<file path="src/rtl/nft_pkg.sv">
// ----------------------------------------------------------------------------
// nft_pkg: shared constants and types for the noise floor tracker
// Register indexes, counter widths, reset values and the detector control.
// ----------------------------------------------------------------------------
package nft_pkg;

  localparam int SMOOTH_W  = 16;  // smoothing factor, unsigned Q0.16
  localparam int WIN_W     = 10;  // window length register
  localparam int HOLD_W    = 12;  // hold counters, bounds up to 3 * window
  localparam int FRAMES_W  = 11;  // change detector frame counter
  localparam int COUNT_W   = 11;  // change detector quiet frame count
  localparam int CFG_IDX_W = 2;

  localparam logic [COUNT_W-1:0]  CHANGE_LIMIT = 11'd9;
  localparam logic [COUNT_W-1:0]  COUNT_MAX    = 11'd2047;
  localparam logic [WIN_W-1:0]    WINDOW_RST   = 10'd100;
  localparam logic [SMOOTH_W-1:0] SMOOTH_RST   = 16'd13107;

  typedef enum logic [CFG_IDX_W-1:0] {
    CFG_MAX_NOISE = 2'd0,
    CFG_MIN_NOISE = 2'd1,
    CFG_WINDOW    = 2'd2,
    CFG_SMOOTHING = 2'd3
  } cfg_idx_e;

  // Sequencer commands to the noise change detector.
  typedef struct packed {
    logic init;
    logic step;
  } chg_ctrl_t;

endpackage

</file>
<file path="src/rtl/nft_track_step.sv">
// ----------------------------------------------------------------------------
// nft_track_step: one running-minimum tracker update
// Held minimum, candidate and hold counter for one frame; shared by the
// fast and slow trackers.
// ----------------------------------------------------------------------------
module nft_track_step import nft_pkg::*; #(
  parameter int ENERGY_WIDTH = 32
) (
  input  logic [ENERGY_WIDTH-1:0] energy_i,
  input  logic [ENERGY_WIDTH-1:0] max_noise_i,
  input  logic [ENERGY_WIDTH-1:0] min_i,
  input  logic [ENERGY_WIDTH-1:0] cand_i,
  input  logic [HOLD_W-1:0]       hold_i,
  input  logic [HOLD_W-1:0]       half_i,
  input  logic [HOLD_W-1:0]       upper_i,
  output logic [ENERGY_WIDTH-1:0] min_o,
  output logic [ENERGY_WIDTH-1:0] cand_o,
  output logic [HOLD_W-1:0]       hold_o,
  output logic                    replaced_o,
  output logic [ENERGY_WIDTH-1:0] old_min_o
);

  logic                    below;
  logic                    expire;
  logic [HOLD_W-1:0]       hold1;
  logic [ENERGY_WIDTH-1:0] min1;
  logic [ENERGY_WIDTH-1:0] cand1;
  logic [ENERGY_WIDTH-1:0] cand2;

  always_comb begin
    below = energy_i < min_i;
    if (below) begin
      min1  = energy_i;
      hold1 = '0;
      cand1 = max_noise_i;
    end else begin
      min1  = min_i;
      hold1 = hold_i + HOLD_W'(1);
      cand1 = cand_i;
    end
    cand2  = ((hold1 > half_i) && (energy_i < cand1)) ? energy_i : cand1;
    // window expired: candidate takes over
    expire = hold1 > upper_i;
    min_o      = expire ? cand2 : min1;
    cand_o     = expire ? max_noise_i : cand2;
    hold_o     = expire ? half_i : hold1;
    replaced_o = below || expire;
    old_min_o  = expire ? min1 : min_i;
  end

endmodule

</file>
<file path="src/rtl/nft_smooth_unit.sv">
// ----------------------------------------------------------------------------
// nft_smooth_unit: shared level smoothing multiplier
// level += (target - level) * smoothing >> 16, arithmetic shift.
// Registered steps: magnitude, product, apply. Operands held by the caller.
// ----------------------------------------------------------------------------
module nft_smooth_unit import nft_pkg::*; #(
  parameter int LEVEL_WIDTH = 48
) (
  input  logic                   clk_i,
  input  logic                   rst_ni,
  input  logic                   start_i,
  input  logic [LEVEL_WIDTH-1:0] target_i,
  input  logic [LEVEL_WIDTH-1:0] level_i,
  input  logic [SMOOTH_W-1:0]    smoothing_i,
  output logic                   done_o,
  output logic [LEVEL_WIDTH-1:0] level_o
);

  localparam int PW = LEVEL_WIDTH + SMOOTH_W;

  logic                   v1_q, v2_q, done_q;
  logic                   up_q;
  logic [LEVEL_WIDTH-1:0] mag_q;
  logic [PW-1:0]          prod_q;
  logic [LEVEL_WIDTH-1:0] res_q;
  logic [LEVEL_WIDTH-1:0] quot;
  logic [LEVEL_WIDTH:0]   dec;
  logic [LEVEL_WIDTH-1:0] res_d;

  always_ff @(posedge clk_i or negedge rst_ni) begin
    if (!rst_ni) begin
      v1_q   <= 1'b0;
      v2_q   <= 1'b0;
      done_q <= 1'b0;
    end else begin
      v1_q   <= start_i;
      v2_q   <= v1_q;
      done_q <= v2_q;
    end
  end

  // downward steps round toward minus infinity: ceiling of the magnitude
  always_comb begin
    quot  = prod_q[PW-1:SMOOTH_W];
    dec   = {1'b0, quot} + (LEVEL_WIDTH + 1)'(|prod_q[SMOOTH_W-1:0]);
    res_d = up_q ? (level_i + quot) : (level_i - dec[LEVEL_WIDTH-1:0]);
  end

  always_ff @(posedge clk_i) begin
    if (start_i) begin
      up_q  <= target_i >= level_i;
      mag_q <= (target_i >= level_i) ? (target_i - level_i) : (level_i - target_i);
    end
    if (v1_q) begin
      prod_q <= {{SMOOTH_W{1'b0}}, mag_q} * {{LEVEL_WIDTH{1'b0}}, smoothing_i};
    end
    if (v2_q) begin
      res_q <= res_d;
    end
  end

  assign done_o  = done_q;
  assign level_o = res_q;

endmodule

</file>
<file path="src/rtl/nft_change_det.sv">
// ----------------------------------------------------------------------------
// nft_change_det: noise change detector
// Arms on a 2x jump of the fast minimum, counts quiet frames, requests
// updates until the count limit, disarms after a window.
// ----------------------------------------------------------------------------
module nft_change_det import nft_pkg::*; #(
  parameter int ENERGY_WIDTH = 32
) (
  input  logic                    clk_i,
  input  logic                    rst_ni,
  input  chg_ctrl_t               ctrl_i,
  input  logic [ENERGY_WIDTH-1:0] fast_min_i,
  input  logic [ENERGY_WIDTH-1:0] prev_min_i,
  input  logic [ENERGY_WIDTH-1:0] energy_i,
  input  logic [WIN_W-1:0]        window_i,
  output logic                    update_o
);

  logic                    active_q;
  logic [FRAMES_W-1:0]     frames_q;
  logic [COUNT_W-1:0]      count_q;
  logic                    update_q;

  logic                    jump;
  logic                    active1;
  logic [FRAMES_W-1:0]     frames1;
  logic [FRAMES_W-1:0]     frames2;
  logic [ENERGY_WIDTH+3:0] ten_min;
  logic                    quiet;
  logic [COUNT_W-1:0]      count1;
  logic                    upd1;
  logic                    expire;

  always_comb begin
    jump    = ({1'b0, fast_min_i} > {prev_min_i, 1'b0}) ||
              ({1'b0, prev_min_i} > {fast_min_i, 1'b0});
    active1 = active_q || jump;
    frames1 = (jump && !active_q) ? '0 : frames_q;
    ten_min = ({4'b0, fast_min_i} << 3) + ({4'b0, fast_min_i} << 1);
    quiet   = active1 && ({4'b0, energy_i} < ten_min);
    count1  = (quiet && (count_q != COUNT_MAX)) ? count_q + COUNT_W'(1) : count_q;
    upd1    = quiet && (count1 < CHANGE_LIMIT);
    frames2 = frames1 + FRAMES_W'(1);
    expire  = frames2 > {1'b0, window_i};
  end

  always_ff @(posedge clk_i or negedge rst_ni) begin
    if (!rst_ni) begin
      active_q <= 1'b0;
      frames_q <= '0;
      count_q  <= '0;
      update_q <= 1'b0;
    end else if (ctrl_i.init) begin
      active_q <= 1'b0;
      frames_q <= '0;
      count_q  <= '0;
      update_q <= 1'b0;
    end else if (ctrl_i.step) begin
      if (expire) begin
        active_q <= 1'b0;
        frames_q <= '0;
        count_q  <= '0;
        update_q <= 1'b0;
      end else begin
        active_q <= active1;
        frames_q <= frames2;
        count_q  <= count1;
        update_q <= upd1;
      end
    end
  end

  assign update_o = update_q;

endmodule

</file>
<file path="src/rtl/noise_floor_tracker_vad_top.sv">
// ----------------------------------------------------------------------------
// noise_floor_tracker_vad_top: running-minimum noise floor and voice flag
// Fast and slow minimum trackers with smoothed levels, a noise change
// detector and a voice activity decision, one result per frame energy.
// ----------------------------------------------------------------------------
// Each input transaction carries one frame energy (unsigned Q16.16) and
// yields exactly one result transaction: the voice flag, the noise change
// update request and both smoothed noise levels (Q16.16, truncated). The
// block handles one frame at a time: it is not ready again until the
// sequencer has passed the fast level, and the slow one when the slow
// tracker is not gated off, through the shared smoothing multiplier. A
// finished result sits in an output register, so the next frame is
// accepted while the previous result waits. Any configuration write, to
// any index, re-initializes all tracker and detector state from the
// register values; the block is not ready while it does so, and the same
// happens once after reset.
// Configuration must only be written while no frame is in flight.
// ----------------------------------------------------------------------------
module noise_floor_tracker_vad_top import nft_pkg::*; #(
  parameter int ENERGY_WIDTH     = 32,
  parameter int LEVEL_EXTRA_BITS = 16
) (
  input  logic                    clk_i,
  input  logic                    rst_ni,
  // configuration write port
  input  logic                    cfg_we_i,
  input  logic [CFG_IDX_W-1:0]    cfg_idx_i,
  input  logic [ENERGY_WIDTH-1:0] cfg_data_i,
  // input channel
  input  logic                    in_valid_i,
  output logic                    in_ready_o,
  input  logic [ENERGY_WIDTH-1:0] energy_i,
  // result channel
  output logic                    out_valid_o,
  input  logic                    out_ready_i,
  output logic                    voice_active_o,
  output logic                    noise_change_update_o,
  output logic [ENERGY_WIDTH-1:0] fast_noise_level_o,
  output logic [ENERGY_WIDTH-1:0] slow_noise_level_o
);

  // levels are energies with extra fraction bits
  localparam int LW = ENERGY_WIDTH + LEVEL_EXTRA_BITS;

  typedef enum logic [3:0] {
    S_INIT,      // load tracker state from config
    S_IDLE,      // wait for a frame
    S_FTRACK,    // fast minimum / candidate / hold update
    S_FSMOOTH,   // start fast smoothing, step change detector
    S_FWAIT,     // wait for fast level
    S_GATE,      // slow tracker gate, energy floor clip
    S_STRACK,    // slow minimum update
    S_SSMOOTH,   // start slow smoothing
    S_SWAIT,     // wait for slow level
    S_VOICE      // voice decision, load output register
  } state_e;

  state_e state_q;
  logic   out_valid_q;

  // configuration registers
  logic [ENERGY_WIDTH-1:0] max_noise_q;
  logic [ENERGY_WIDTH-1:0] min_noise_q;
  logic [WIN_W-1:0]        window_q;
  logic [SMOOTH_W-1:0]     smoothing_q;

  // tracker state
  logic [ENERGY_WIDTH-1:0] energy_q;
  logic [ENERGY_WIDTH-1:0] fast_min_q, fast_cand_q;
  logic [HOLD_W-1:0]       fast_hold_q;
  logic [LW-1:0]           fast_level_q;
  logic [ENERGY_WIDTH-1:0] slow_min_q, slow_cand_q;
  logic [HOLD_W-1:0]       slow_hold_q;
  logic [LW-1:0]           slow_level_q;
  logic [ENERGY_WIDTH-1:0] prev_min_q;

  // output register payload
  logic                    voice_q;
  logic                    change_q;
  logic [ENERGY_WIDTH-1:0] fast_out_q;
  logic [ENERGY_WIDTH-1:0] slow_out_q;

  logic                    out_free;
  logic                    in_accept;

  // shared tracker step
  logic                    trk_slow;
  logic [HOLD_W-1:0]       win3;
  logic [HOLD_W-1:0]       trk_half, trk_upper;
  logic [ENERGY_WIDTH-1:0] trk_min_d, trk_cand_d, trk_old_min_d;
  logic [HOLD_W-1:0]       trk_hold_d;
  logic                    trk_replaced;

  // shared smoothing unit
  logic                    sm_slow;
  logic                    sm_start;
  logic                    sm_done;
  logic [LW-1:0]           sm_level;

  // comparisons against scaled levels
  logic [LW-1:0]           energy_sh;
  logic [LW+3:0]           ten_fast, ten_slow;
  logic                    gate_d;
  logic                    voice_d;

  chg_ctrl_t               chg_ctrl;
  logic                    chg_update;

  assign out_free  = !out_valid_q || out_ready_i;
  // a config write in the same cycle wins; no frame is taken then
  assign in_ready_o = (state_q == S_IDLE) && !cfg_we_i;
  assign in_accept  = in_valid_i && in_ready_o;

  // --------------------------------------------------------------------------
  // Configuration registers
  // --------------------------------------------------------------------------
  always_ff @(posedge clk_i or negedge rst_ni) begin
    if (!rst_ni) begin
      max_noise_q <= '1;
      min_noise_q <= ENERGY_WIDTH'(1);
      window_q    <= WINDOW_RST;
      smoothing_q <= SMOOTH_RST;
    end else if (cfg_we_i) begin
      unique case (cfg_idx_e'(cfg_idx_i))
        CFG_MAX_NOISE: max_noise_q <= cfg_data_i;
        CFG_MIN_NOISE: min_noise_q <= cfg_data_i;
        CFG_WINDOW:    window_q    <= cfg_data_i[WIN_W-1:0];
        CFG_SMOOTHING: smoothing_q <= cfg_data_i[SMOOTH_W-1:0];
      endcase
    end
  end

  // --------------------------------------------------------------------------
  // Tracker step, shared: fast window = W, slow window = 2W.
  // Fast bounds: W/2 and 3W/2; slow bounds: W and 3W.
  // --------------------------------------------------------------------------
  assign trk_slow  = (state_q == S_STRACK);
  assign win3      = HOLD_W'({window_q, 1'b0}) + HOLD_W'(window_q);
  assign trk_half  = trk_slow ? HOLD_W'(window_q) : HOLD_W'(window_q >> 1);
  assign trk_upper = trk_slow ? win3 : (win3 >> 1);

  nft_track_step #(
    .ENERGY_WIDTH (ENERGY_WIDTH)
  ) u_track (
    .energy_i    (energy_q),
    .max_noise_i (max_noise_q),
    .min_i       (trk_slow ? slow_min_q  : fast_min_q),
    .cand_i      (trk_slow ? slow_cand_q : fast_cand_q),
    .hold_i      (trk_slow ? slow_hold_q : fast_hold_q),
    .half_i      (trk_half),
    .upper_i     (trk_upper),
    .min_o       (trk_min_d),
    .cand_o      (trk_cand_d),
    .hold_o      (trk_hold_d),
    .replaced_o  (trk_replaced),
    .old_min_o   (trk_old_min_d)
  );

  // --------------------------------------------------------------------------
  // Level smoothing, shared. Operands stay stable through the pass.
  // --------------------------------------------------------------------------
  assign sm_slow  = (state_q == S_SSMOOTH) || (state_q == S_SWAIT);
  assign sm_start = (state_q == S_FSMOOTH) || (state_q == S_SSMOOTH);

  nft_smooth_unit #(
    .LEVEL_WIDTH (LW)
  ) u_smooth (
    .clk_i       (clk_i),
    .rst_ni      (rst_ni),
    .start_i     (sm_start),
    .target_i    ({(sm_slow ? slow_min_q : fast_min_q), {LEVEL_EXTRA_BITS{1'b0}}}),
    .level_i     (sm_slow ? slow_level_q : fast_level_q),
    .smoothing_i (smoothing_q),
    .done_o      (sm_done),
    .level_o     (sm_level)
  );

  // --------------------------------------------------------------------------
  // Noise change detector, stepped once per frame after the fast update
  // --------------------------------------------------------------------------
  assign chg_ctrl.init = (state_q == S_INIT);
  assign chg_ctrl.step = (state_q == S_FSMOOTH);

  nft_change_det #(
    .ENERGY_WIDTH (ENERGY_WIDTH)
  ) u_change (
    .clk_i      (clk_i),
    .rst_ni     (rst_ni),
    .ctrl_i     (chg_ctrl),
    .fast_min_i (fast_min_q),
    .prev_min_i (prev_min_q),
    .energy_i   (energy_q),
    .window_i   (window_q),
    .update_o   (chg_update)
  );

  // --------------------------------------------------------------------------
  // Gate and voice compares: energy << extra bits vs 10x / 20x level.
  // In S_VOICE the energy is the floored one if the slow tracker ran.
  // --------------------------------------------------------------------------
  assign energy_sh = {energy_q, {LEVEL_EXTRA_BITS{1'b0}}};
  assign ten_fast  = ({4'b0, fast_level_q} << 3) + ({4'b0, fast_level_q} << 1);
  assign ten_slow  = ({4'b0, slow_level_q} << 3) + ({4'b0, slow_level_q} << 1);
  assign gate_d    = {4'b0, energy_sh} < ten_fast;
  assign voice_d   = ({5'b0, energy_sh} > {ten_fast, 1'b0}) &&
                     ({5'b0, energy_sh} > {ten_slow, 1'b0});

  // --------------------------------------------------------------------------
  // Sequencer and output valid
  // --------------------------------------------------------------------------
  always_ff @(posedge clk_i or negedge rst_ni) begin
    if (!rst_ni) begin
      state_q     <= S_INIT;
      out_valid_q <= 1'b0;
    end else begin
      if (state_q == S_VOICE && out_free) begin
        out_valid_q <= 1'b1;
      end else if (out_valid_q && out_ready_i) begin
        out_valid_q <= 1'b0;
      end
      if (cfg_we_i) begin
        state_q <= S_INIT;
      end else begin
        unique case (state_q)
          S_INIT:    state_q <= S_IDLE;
          S_IDLE:    if (in_accept) state_q <= S_FTRACK;
          S_FTRACK:  state_q <= S_FSMOOTH;
          S_FSMOOTH: state_q <= S_FWAIT;
          S_FWAIT:   if (sm_done) state_q <= S_GATE;
          S_GATE:    state_q <= gate_d ? S_STRACK : S_VOICE;
          S_STRACK:  state_q <= S_SSMOOTH;
          S_SSMOOTH: state_q <= S_SWAIT;
          S_SWAIT:   if (sm_done) state_q <= S_VOICE;
          S_VOICE:   if (out_free) state_q <= S_IDLE;
          default:   state_q <= S_INIT;
        endcase
      end
    end
  end

  // --------------------------------------------------------------------------
  // Datapath registers; tracker state loaded in S_INIT before first use
  // --------------------------------------------------------------------------
  always_ff @(posedge clk_i) begin
    unique case (state_q)
      S_INIT: begin
        fast_min_q   <= max_noise_q;
        fast_cand_q  <= max_noise_q;
        fast_hold_q  <= '0;
        fast_level_q <= {min_noise_q, {LEVEL_EXTRA_BITS{1'b0}}};
        slow_min_q   <= max_noise_q;
        slow_cand_q  <= max_noise_q;
        slow_hold_q  <= '0;
        slow_level_q <= {min_noise_q, {LEVEL_EXTRA_BITS{1'b0}}};
        prev_min_q   <= max_noise_q;
      end
      S_IDLE: begin
        if (in_accept) energy_q <= energy_i;
      end
      S_FTRACK: begin
        fast_min_q  <= trk_min_d;
        fast_cand_q <= trk_cand_d;
        fast_hold_q <= trk_hold_d;
        if (trk_replaced) prev_min_q <= trk_old_min_d;
      end
      S_FWAIT: begin
        if (sm_done) fast_level_q <= sm_level;
      end
      S_GATE: begin
        // slow tracker sees the energy raised to the floor
        if (gate_d && (energy_q < min_noise_q)) energy_q <= min_noise_q;
      end
      S_STRACK: begin
        slow_min_q  <= trk_min_d;
        slow_cand_q <= trk_cand_d;
        slow_hold_q <= trk_hold_d;
      end
      S_SWAIT: begin
        if (sm_done) slow_level_q <= sm_level;
      end
      S_VOICE: begin
        if (out_free) begin
          voice_q    <= voice_d;
          change_q   <= chg_update;
          fast_out_q <= fast_level_q[LW-1:LEVEL_EXTRA_BITS];
          slow_out_q <= slow_level_q[LW-1:LEVEL_EXTRA_BITS];
        end
      end
      default: ;
    endcase
  end

  assign out_valid_o           = out_valid_q;
  assign voice_active_o        = voice_q;
  assign noise_change_update_o = change_q;
  assign fast_noise_level_o    = fast_out_q;
  assign slow_noise_level_o    = slow_out_q;

endmodule

</file>
<file path="config.mk">
export PLATFORM = sky130hd
export DESIGN_NAME = noise_floor_tracker_vad_top
export DESIGN_NICKNAME = d
export VERILOG_FILES = /design/src/rtl/nft_pkg.sv /design/src/rtl/nft_track_step.sv /design/src/rtl/nft_smooth_unit.sv /design/src/rtl/nft_change_det.sv /design/src/rtl/noise_floor_tracker_vad_top.sv
export SDC_FILE = /design/constraint.sdc
export NUM_CORES = 2
export LEC_CHECK = 0
export BUFFER_PORTS_ARGS = -buffer_cell sky130_fd_sc_hd__buf_2
export CAP_MARGIN = 20
export CORE_MARGIN = 2
export CORE_UTILIZATION = 48
export DETAILED_ROUTE_END_ITERATION = 10
export PLACE_DENSITY = 0.64
export SLEW_MARGIN = 30
export SYNTH_ARGS = -nofsm -noshare
export SYNTH_HDL_FRONTEND = slang
export SYNTH_HIERARCHICAL = 1
export SYNTH_SLANG_ARGS = --single-unit
</file>
<file path="constraint.sdc">
create_clock -name clk_i -period 9.4 [get_ports clk_i]
set_clock_uncertainty 0.15 [all_clocks]
set_input_delay 2.35 -clock clk_i [delete_from_list [all_inputs] [get_ports clk_i]]
set_output_delay 2.35 -clock clk_i [all_outputs]
set_load 0.05 [all_outputs]
</file>
==> key figures <==
Global routing
  – Largest net degree at the start of global routing: slightly above 80
  – Vias in the first global route: 65,600
  – Grt total ovfl: 0
  – Total GRT Usage: 0.319
  – Global-route wire length before repair: ~410,000 um
  – Initial antenna violation count: 15

Outcome
  – Status: finished, final reports clean

Floorplanning
  – Placeable Area: roughly 0.16 mm2
  – # rows: around 150
  – Initial Util: 0.481
  – Die height: 410 um
  – Die X: just over 400 um
  – Die area: 0.168 mm2
  – Ports: roughly 140

Final layout
  – Final net count: between 10,000 and 15,000
  – Commonest non-fill, non-tap cell in the layout: nand2_1
  – Layout cell share with drive strength beyond 1: 0.0908
  – Syn-to-layout area delta: 8.05%
  – Final std cells w/o fill: roughly 11,000
  – Most frequent cells in the layout: nand2_1, inv_1, ha_1
  – Share of the core filled with cells: 0.520
  – Number of fill cells in the layout: about 15,000

Routing
  – Pre-Repair DR Iteration Count: 6
  – Via Count: ~66,000
  – Initial DRC count: approximately 6,500
  – Avg WL per Cell: 24.2 um
  – Post-DRT Antenna Nets: 0
  – DRC Markers: 0
  – Total Wirelength: 271,000 um
  – Via/cell ratio: around 5.9

Clock tree
  – CTS clk-pin slew, worst paths: around 60 ps
  – CTS Root Cell: clkbuf_16
  – H-Tree Depth: 3
  – Sink Count: 661
  – Clock Path Buffers: 3
  – Clock latency on the worst-skew pair: 740 ps
  – CTS tree: yes
  – Hold_buf cts: 0
  – CTS buffer count: between 80 and 90
  – Postcts setup bufs: 0
  – Cts repair resizes: 0

Synth
  – Post-synth cell types: 112
  – Synth area leader: edfxtp_1
  – Yosys warns: 6
  – EDFF count, synth: between 500 and 600
  – Async SR Flop Fraction: 0.185
  – Top FF cell, synth: edfxtp_1
  – Post-synthesis register bit count: roughly 660
  – Synth area leaders: edfxtp_1, fa_1, ha_1, nand2_1, inv_1
  – Post-Syn Area: around 0.08 mm2
  – Average size of a mapped cell: approximately 9 um2
  – Post-synth top area share: 0.205
  – Gate Count Post-Synth: ~8,900
  – Seq/Total Area, Yosys: 0.244

Timing
  – Hold Fails Final Rpt: 0
  – Period utilisation layout: 0.867
  – RSZ-0062 raised after global routing: false
  – Hold Worst Slack: 360 ps
  – # setup viols final: 0
  – Final min period: ~8000 ps
  – Achievable clock frequency: 0.123 GHz
  – Worst-margin pin slew: 1140 ps
  – Max-slew violations: 0
  – Rel. slew slack: 0.243
  – Sum of negative setup slack: 0 ps

Setup path
  – Crit path DAT: approximately 8500 ps
  – Crit-path max FO: 35
  – Critical path launch point type: register
  – Data required time of the worst path: approximately 9800 ps
  – Kind of end point of the critical path: register
  – WS Path Type: register to register

Placed design
  – # port buffers: around 140
  – Detail Placement HPWL: about 210,000 um
  – Placed Cells: roughly 11,000
  – Placer Congestion: approximately 1.0

Worst hold path
  – Tightest Hold Check Type: register to register

Run
  – MaxCap Viol Count: 0
-- routing by layer --
metal	track usage	part of all wire	up-vias	routed length, um
met4	0.144	0.051	10	13800
met1	0.425	0.42	33000	113000
met2	0.504	0.45	2679	122000
met3	0.0607	0.082	533	22100
li1	-	-	30300	-
met5	0	0.00021	-	57
-- flip-flops by register name (all words and copies together), names as in the netlist, 48 cells and up --
name,flops
fast_level_q,48
u_smooth/prod_q,64
u_smooth/mag_q,48
u_smooth/level_o,48
slow_level_q,48
-- area by class of cell --
| cell class | instances | area (um2) | share of cell area |
|---|---|---|---|
| clock buffers | 99 | 2210 | 0.0258 |
| clock inverters | 49 | 591 | 0.00691 |
| multi-input cells | 6760 | 54200 | 0.634 |
| repair buffers | 289 | 2050 | 0.0239 |
| diodes | 10 | 25.0 | 0.000293 |
| well taps | 2189 | 2740 | 0.0320 |
| inverters | 1175 | 4410 | 0.0516 |
| flip-flops and latches | 661 | 19300 | 0.226 |
-- synthesized netlist by cell type, types with 58 or more instances --
| cell type | n |
|---|---|
| nand3_1 | 114 |
| nand2_1 | 1595 |
| a21o_1 | 212 |
| o21bai_1 | 64 |
| and2_1 | 337 |
| xnor2_1 | 213 |
| ha_1 | 817 |
| edfxtp_1 | 539 |
| mux2_2 | 245 |
| o21ai_0 | 443 |
| nor3_1 | 75 |
| a21oi_1 | 532 |
| fa_1 | 651 |
| inv_1 | 1172 |
| dfrtp_1 | 78 |
| nor2_1 | 299 |
| xor2_1 | 114 |
| clkbuf_1 | 339 |
| nand4_1 | 122 |
| nand2b_1 | 58 |
| nor2b_1 | 66 |
-- stage by stage --
| step | instance area (um2) | setup WS [ps] |
|---|---|---|
| 6_report | 85500 | 1250 |
| 5_1_grt | 85500 | 950 |
| 4_1_cts | 85400 | 1370 |
| 3_5_place_dp | 82600 | 1410 |
| 3_3_place_gp | 82500 | 1470 |
| 2_1_floorplan | 79300 | 1350 |
-- worst max-delay path, cell delays in order (launching register included) --
cell	delay (ps)
dfrtp_1	650
nand2b_1	470
or2_4	510
buf_4	520
nand2_1	100
nand2_1	110
inv_1	60
ha_1	280
a21o_1	160
a21o_1	170
a221oi_1	480
o21a_1	200
o31a_2	210
buf_12	200
mux2i_1	480
ha_1	220
nand4_1	170
nor3_1	480
nand3_1	400
or4_1	650
inv_1	130
and2_1	210
a211oi_4	100
buf_12	180
a221oi_1	390
nand2_1	110
nand2_1	100
-- logic make-up (layout without fill, tap and decap cells) --
logic type	after synthesis	count (layout)	synth area share
other cells	1	47	0.0000474
flops	661	661	0.244
buf+inv	1562	1612	0.0753
fa+ha+maj	1468	1468	0.294
mux	300	300	0.0419
xor+xnor	327	327	0.0362
compound gates	1778	1778	0.144
simple gates	2850	2850	0.165
-- path summary, 6_finish.rpt --
path	from	endpoint	slack, ps	depth (start not counted)
worst max-delay path	state_q[3]$_DFFE_PN0P_	fast_min_q[2]$_DFFE_PP_	1250	26
worst min-delay path	u_change/frames_q[10]$_DFFE_PN0P_	u_change/frames_q[10]$_DFFE_PN0P_	360	1
worst max register to register	state_q[3]$_DFFE_PN0P_	fast_min_q[2]$_DFFE_PP_	1250	26
worst min register to register	u_change/frames_q[10]$_DFFE_PN0P_	u_change/frames_q[10]$_DFFE_PN0P_	360	1
max in group asynchronous	rst_ni	u_smooth/v2_q$_DFF_PN0_	6420	2
min in group asynchronous	rst_ni	u_change/count_q[8]$_DFFE_PN0P_	1400	1
Power is not shown: default switching activity piles up to over one toggle a cycle in this logic, so the estimate is an artifact.
